===== src/rtl/core/ndt_pkg.sv =====
// Shared constants, codes and control structures for the nearest point delay table.
package ndt_pkg;

	localparam int ROWS_PER_TABLE = 16;
	localparam int ARC_SLOTS = 8;
	localparam int KINDS = 8;

	localparam int KIND_W = 3;
	localparam int VAL_W = 16;
	localparam int DELAY_W = 17;
	localparam int DIST_W = 2 * VAL_W + 1;
	localparam int ROW_W = 3 * VAL_W;

	localparam int CNT_W = $clog2(ROWS_PER_TABLE + 1);
	localparam int RIDX_W = (ROWS_PER_TABLE > 1) ? $clog2(ROWS_PER_TABLE) : 1;
	localparam int ROW_DEPTH = KINDS * ROWS_PER_TABLE;
	localparam int ROW_AW = $clog2(ROW_DEPTH);
	localparam int ACNT_W = $clog2(ARC_SLOTS + 1);
	localparam int AIDX_W = (ARC_SLOTS > 1) ? $clog2(ARC_SLOTS) : 1;

	typedef enum logic [1:0] {
		OP_ADD_ROW = 2'd0,
		OP_ADD_ARC = 2'd1,
		OP_QUERY   = 2'd2,
		OP_NOP     = 2'd3
	} op_t;

	typedef enum logic [1:0] {
		SRC_NONE  = 2'd0,
		SRC_TABLE = 2'd1,
		SRC_ARC   = 2'd2
	} src_t;

	typedef enum logic [2:0] {
		ST_IDLE,
		ST_EXEC,
		ST_SCAN,
		ST_DRAIN1,
		ST_DRAIN2,
		ST_TBL,
		ST_FINISH
	} state_t;

	typedef struct packed {
		logic              capture;
		logic              exec;
		logic              rd_en;
		logic [RIDX_W-1:0] rd_idx;
		logic              rd_first;
		logic              res_tbl;
		logic              out_ld;
	} ndt_cmd_t;

	typedef struct packed {
		logic             scan_needed;
		logic [CNT_W-1:0] kind_fill;
	} ndt_sts_t;

endpackage


===== src/rtl/core/ndt_ctrl.sv =====
// Controller state machine that sequences add, scan and result delivery.
module ndt_ctrl (
	input  logic              clk,
	input  logic              arst_n,
	input  logic              in_valid,
	output logic              in_ready,
	output logic              out_valid,
	input  logic              out_ready,
	input  ndt_pkg::ndt_sts_t sts,
	output ndt_pkg::ndt_cmd_t cmd
);

	ndt_pkg::state_t state_q, state_d;
	logic [ndt_pkg::CNT_W-1:0] cnt_q, cnt_d;
	logic out_valid_q;

	always_ff @(posedge clk or negedge arst_n) begin
		if (!arst_n) begin
			state_q <= ndt_pkg::ST_IDLE;
			cnt_q <= '0;
			out_valid_q <= 1'b0;
		end else begin
			state_q <= state_d;
			cnt_q <= cnt_d;
			if (cmd.out_ld) begin
				out_valid_q <= 1'b1;
			end else if (out_ready) begin
				out_valid_q <= 1'b0;
			end
		end
	end

	always_comb begin
		state_d = state_q;
		cnt_d = cnt_q;
		cmd = '0;
		cmd.rd_idx = cnt_q[ndt_pkg::RIDX_W-1:0];
		cmd.rd_first = (cnt_q == '0);
		in_ready = 1'b0;
		case (state_q)
			ndt_pkg::ST_IDLE: begin
				in_ready = 1'b1;
				cmd.capture = in_valid;
				if (in_valid) begin
					state_d = ndt_pkg::ST_EXEC;
				end
			end
			ndt_pkg::ST_EXEC: begin
				cmd.exec = 1'b1;
				cnt_d = '0;
				state_d = sts.scan_needed ? ndt_pkg::ST_SCAN : ndt_pkg::ST_FINISH;
			end
			ndt_pkg::ST_SCAN: begin
				cmd.rd_en = 1'b1;
				cnt_d = ndt_pkg::CNT_W'(cnt_q + ndt_pkg::CNT_W'(1));
				if (cnt_d == sts.kind_fill) begin
					state_d = ndt_pkg::ST_DRAIN1;
				end
			end
			ndt_pkg::ST_DRAIN1: begin
				state_d = ndt_pkg::ST_DRAIN2;
			end
			ndt_pkg::ST_DRAIN2: begin
				state_d = ndt_pkg::ST_TBL;
			end
			ndt_pkg::ST_TBL: begin
				cmd.res_tbl = 1'b1;
				state_d = ndt_pkg::ST_FINISH;
			end
			ndt_pkg::ST_FINISH: begin
				if (!out_valid_q || out_ready) begin
					cmd.out_ld = 1'b1;
					state_d = ndt_pkg::ST_IDLE;
				end
			end
			default: begin
				state_d = ndt_pkg::ST_IDLE;
			end
		endcase
	end

	assign out_valid = out_valid_q;

endmodule


===== config.mk =====
export PLATFORM = sky130hd
export DESIGN_NAME = ndt_ctrl
export DESIGN_NICKNAME = d
export VERILOG_FILES = /design/src/rtl/core/ndt_pkg.sv /design/src/rtl/core/ndt_ctrl.sv
export SDC_FILE = /design/constraint.sdc
export NUM_CORES = 1
export LEC_CHECK = 0
export CORE_UTILIZATION = 25
export DETAILED_ROUTE_END_ITERATION = 12
export DONT_BUFFER_PORTS = 1
export PLACE_DENSITY = 0.41
export SYNTH_ARGS = -nofsm -noshare
export SYNTH_HDL_FRONTEND = slang
export SYNTH_SLANG_ARGS = --single-unit
export TNS_END_PERCENT = 100

===== constraint.sdc =====
create_clock -name clk -period 4.97 [get_ports clk]
set_clock_uncertainty 0.2 [all_clocks]
set_input_delay 0.7455 -clock clk [delete_from_list [all_inputs] [get_ports clk]]
set_output_delay 0.7455 -clock clk [all_outputs]
set_load 0.005 [all_outputs]

## Yosys cells after proc, flatten, opt, wreduce, memory -nomap -nowiden

Cells that the tools add are included.

| storage, ports and cells | value |
|---|---|
| register bits after elaboration | 9 |
| output and inout bits | 12 |
| logic and storage cells | 36 |

| cells by class | value |
|---|---|
| add/subtract/negate cells | 1 |
| equality and inequality tests | 10 |
| mux-type cells | 15 |
| reduce and logical (&&, ||, !) cells | 7 |

Operators with widths:

| kind | number |
|---|---|
| one-hot mux 3 bit (7 select lines) | 1 |
| 2-to-1 mux 3 bit | 4 |
| one-hot mux 5 bit (2 select lines) | 1 |
| equality test 3 bit (second input constant) | 3 |
| 2-to-1 mux 1 bit | 9 |
| equality test 3 x 2 -> 1 bit (second input constant) | 2 |
| != test 2 bit (second input constant) | 3 |
| adder 5 x 1 -> 5 bit (second input constant) | 1 |
| equality test 5 bit | 1 |
| zero test 5 bit | 1 |
| nonzero test 2 bit | 2 |
| equality test 3 x 1 -> 1 bit (second input constant) | 1 |
| zero test 3 bit | 1 |
| AND reduction 3 bit | 1 |
| zero test 1 bit | 1 |
| logical OR 1 bit | 1 |

## Logic depth before layout (Yosys ltp)

| logic depth | value |
|---|---|
| depth after elaboration | 5 |
| mapped depth | 5 |

## Worst setup path after synthesis

Ideal clock, no wire load.

| path | value |
|---|---|
| path type | input -> output |
| from | input port out_ready |
| to | output port cmd[0] (netlist bit) |
| arrival | 1039 ps |
| required time | 4024 ps |
| slack | 2986 ps |
| cell stages on the path | 2 |
| path through | nand2b_1 -> nor2b_1 |

RTL lines:

| what | line | source |
|---|---|---|
| start, declared | ndt_ctrl.sv:8 | `input logic out_ready,` |
| end, declared | ndt_ctrl.sv:10 | `output ndt_pkg::ndt_cmd_t cmd` |

==> out/results.md <==
* highest net fanout along the worst path: 7
* dpl cells: 97
* number of fill cells in the layout: 270
* number of inserted diodes: 0
* Antenna Nets Post-Route: 0
* sort of element at the end of the critical path: primary output
* overall die width: 52.77 um
* net count reported at finish: 85
* DRC: 0
* result of the run: finished clean
* Avg WL per Cell: 13.76 um
* kind of cell with the highest combined delay on the critical path: flip-flops
* Top Ports: 22
* pre-CTS worst setup slack: 2862 ps
* clock latency at the later pin of the worst-skew pair: 260 ps
* total power after layout: 333.4 uW
* final clock period utilization by the worst path: 45.59%
* clock buffer depth: 2
* clock tree from TritonCTS: yes
* class of the worst hold path: register to register
* fraction of layout instances using a drive strength above 1: 6.944%
* most common cell after layout, fill and taps aside: sky130_fd_sc_hd__dfrtp_1
* total number of placement rows: 18
* area used by sequential logic in the layout: 225.2 um2
* number of nets in the synthesized netlist: 87
* CP Data Required Time: 4020 ps
* sequential fraction of the synthesis area: 34.95%
* chip height: 52.77 um
* IR drop worst, VDD: 0.2636 mV
* Fin. Hold Viols: 0
* vias in the first global route: 454
* vias per inst: 4.990
* highest clock rate: 0.4414 GHz
* routed wire length: 1.404 mm
* areal power density over the cells: 501.9 nW/um2
* number of warning messages in the yosys log: 0
* Buffers & Inverters on Critical Path: 1
* non-filler cells, final: 102
* Core Region: 2455 um2
* synthesized area per cell: 8.592 um2
* # clock sinks: 9
* first drt pass iteration count: 4
* min setup slack post-route: 2704 ps
* post-synthesis instance area: 644.4 um2
* Crit path largest cell delay: 480 ps
* RSZ-0062 raised after global routing: false
* via count of the routed design: 509
* Relative slew margins: 62.59%
* placed wire-length estimate: 1.025 mm
* flip-flop and latch count after synthesis: 9
* Worst-path clk slew: 70 ps
* Lkg Pwr: 0.0002784 uW
* worst path arrival time: 1320 ps
* crit path max-delay cell type: sky130_fd_sc_hd__dfrtp_1
* Final Setup Violations: 0
* synth-to-layout area growth: 3.107%
* number of buffers added on ports: 0
* CP Cell Sequence: inv_1 > ha_1 > nor4b_1
* number of buffers created by CTS: 3
* multi-input combinational cell area: 350.3 um2
* maximum number of pins on one net before global-route repair: 12
* initial antenna violation count: 0
* total setup buffers inserted after CTS: 0
* most used cells in the layout excluding fill and tap cells: 9 x sky130_fd_sc_hd__dfrtp_1, 8 x sky130_fd_sc_hd__nand2_1, 6 x sky130_fd_sc_hd__o21ai_0, 5 x sky130_fd_sc_hd__nand3_1
* total routing resource utilization after global routing: 11.08%
* final number of max-transition violations: 0
* sum of negative setup slack: 0 ps
* htree depth: 1
* number of library cell types mapped by synthesis: 29
* wire length of the first global-routing pass: 2.194 mm
* # Max-Cap Violations: 0
* crit path time final: 2266 ps
* critical path launch point type: register
* Iteration-0 DRC Markers: 12
* number of instances in the synthesized netlist: 75
* die footprint: 2785 um2
* GRT overflow: 0
* Worst R2R Setup Slack: 2860 ps
* Worst Max-Slew Pin Slew: 558.7 ps
* path type of the worst setup path: register to primary output
* buffer type at the clock tree root: sky130_fd_sc_hd__clkbuf_4
* weighted congestion reported at the end of routability-driven placement: 0.6949
* initial core utilization: 26.25%
==> tightest hold or removal path, cell delays in order (launching register included) <==
cell and delay, ps:
sky130_fd_sc_hd__dfrtp_1 370, sky130_fd_sc_hd__nand2b_1 100, sky130_fd_sc_hd__nand2_1 70
==> cells in the mapped netlist (all sizes together) <==
cell     n  area, um2
or3b     1      8.760
nor4     1      6.260
clkbuf   2      7.510
o32ai    1      8.760
and2     1      6.260
nor2b    2      12.51
a2111oi  1      8.760
dfrtp    9      225.2
xnor2    3      26.28
o21ai    6      30.03
a21oi    1      5.000
nand2    8      30.03
nor4b    1      8.760
nand2b   4      25.02
a31o     1      8.760
nand3    5      25.02
nor3b    3      27.52
nor3     4      20.02
ha       2      25.02
xor2     3      26.28
a22o     3      27.53
and3     1      6.260
inv      4      15.01
buf      6      46.29
nor2     2      7.510
==> layout make-up <==
type	count	share of cell area, %
multi-input combinational	54	52.73
sequential	9	33.90
tap	30	5.650
clock buffer	4	3.955
inverter	4	2.260
timing repair buffer	1	1.507
==> state kept, by name (all words and copies together) (netlist names) <==
| signal | cells |
|---|---|
| cnt_q | 5 |
| out_valid | 1 |
| state_q | 3 |
==> per-stage QoR <==
step	cell area, um2	hold WS (ps)	utilization [%]
after floorplan	644.4	249.9	-
after global placement	628.1	250.3	25.59
after detailed placement	628.1	250.4	25.59
after CTS	664.4	378.6	27.06
after global routing	664.4	433.9	27.06
final	664.4	372.9	27.06
==> worst paths after layout <==
path	start	endpoint	cells past startpoint
worst max-delay path	cnt_q[0]	cmd[2]	3
worst min-delay path	out_valid	out_valid	2
worst max register to register	cnt_q[0]	state_q[0]	5
worst min register to register	out_valid	out_valid	2
max in group asynchronous	arst_n	state_q[2]	1
min in group asynchronous	arst_n	cnt_q[3]	1
==> what timing repair did <==
action	CTS	global route
hold buffers	1	0
endpoints found under the hold margin	9	0
endpoints found under the setup margin	0	0
resized for setup	0	0
==> layer usage <==
layer	share of wire [%]	up-vias	routed length (um)	track usage, %
li1	-	251	-	-
met1	49	243	684	15.69
met2	44	13	622	14.77
met3	6.3	2	89	4.348
met4	0.57	0	8	3.947
met5	0	-	0	0
==> cells by family (layout without fill, tap and decap cells) <==
family | after synthesis | after routing | share of synthesized area (%)
DFF | 9 | 9 | 34.95
buffers and inverters | 12 | 9 | 10.68
and+or+nand+nor | 33 | 33 | 28.54
AOI/OAI and AO/OA | 13 | 13 | 13.79
adders and majority gates | 2 | 2 | 3.883
xor gates and xnor gates | 6 | 6 | 8.157
==> power by group <==
group / switching, uW / internal [uW] / leakage (uW)
sequential: 50.3 / 97.5 / 0.000118
clock: 26.4 / 31.0 / 0.0000150
combinational: 72.0 / 56.3 / 0.000145
Note: power is estimated with default switching activity, not from simulation.
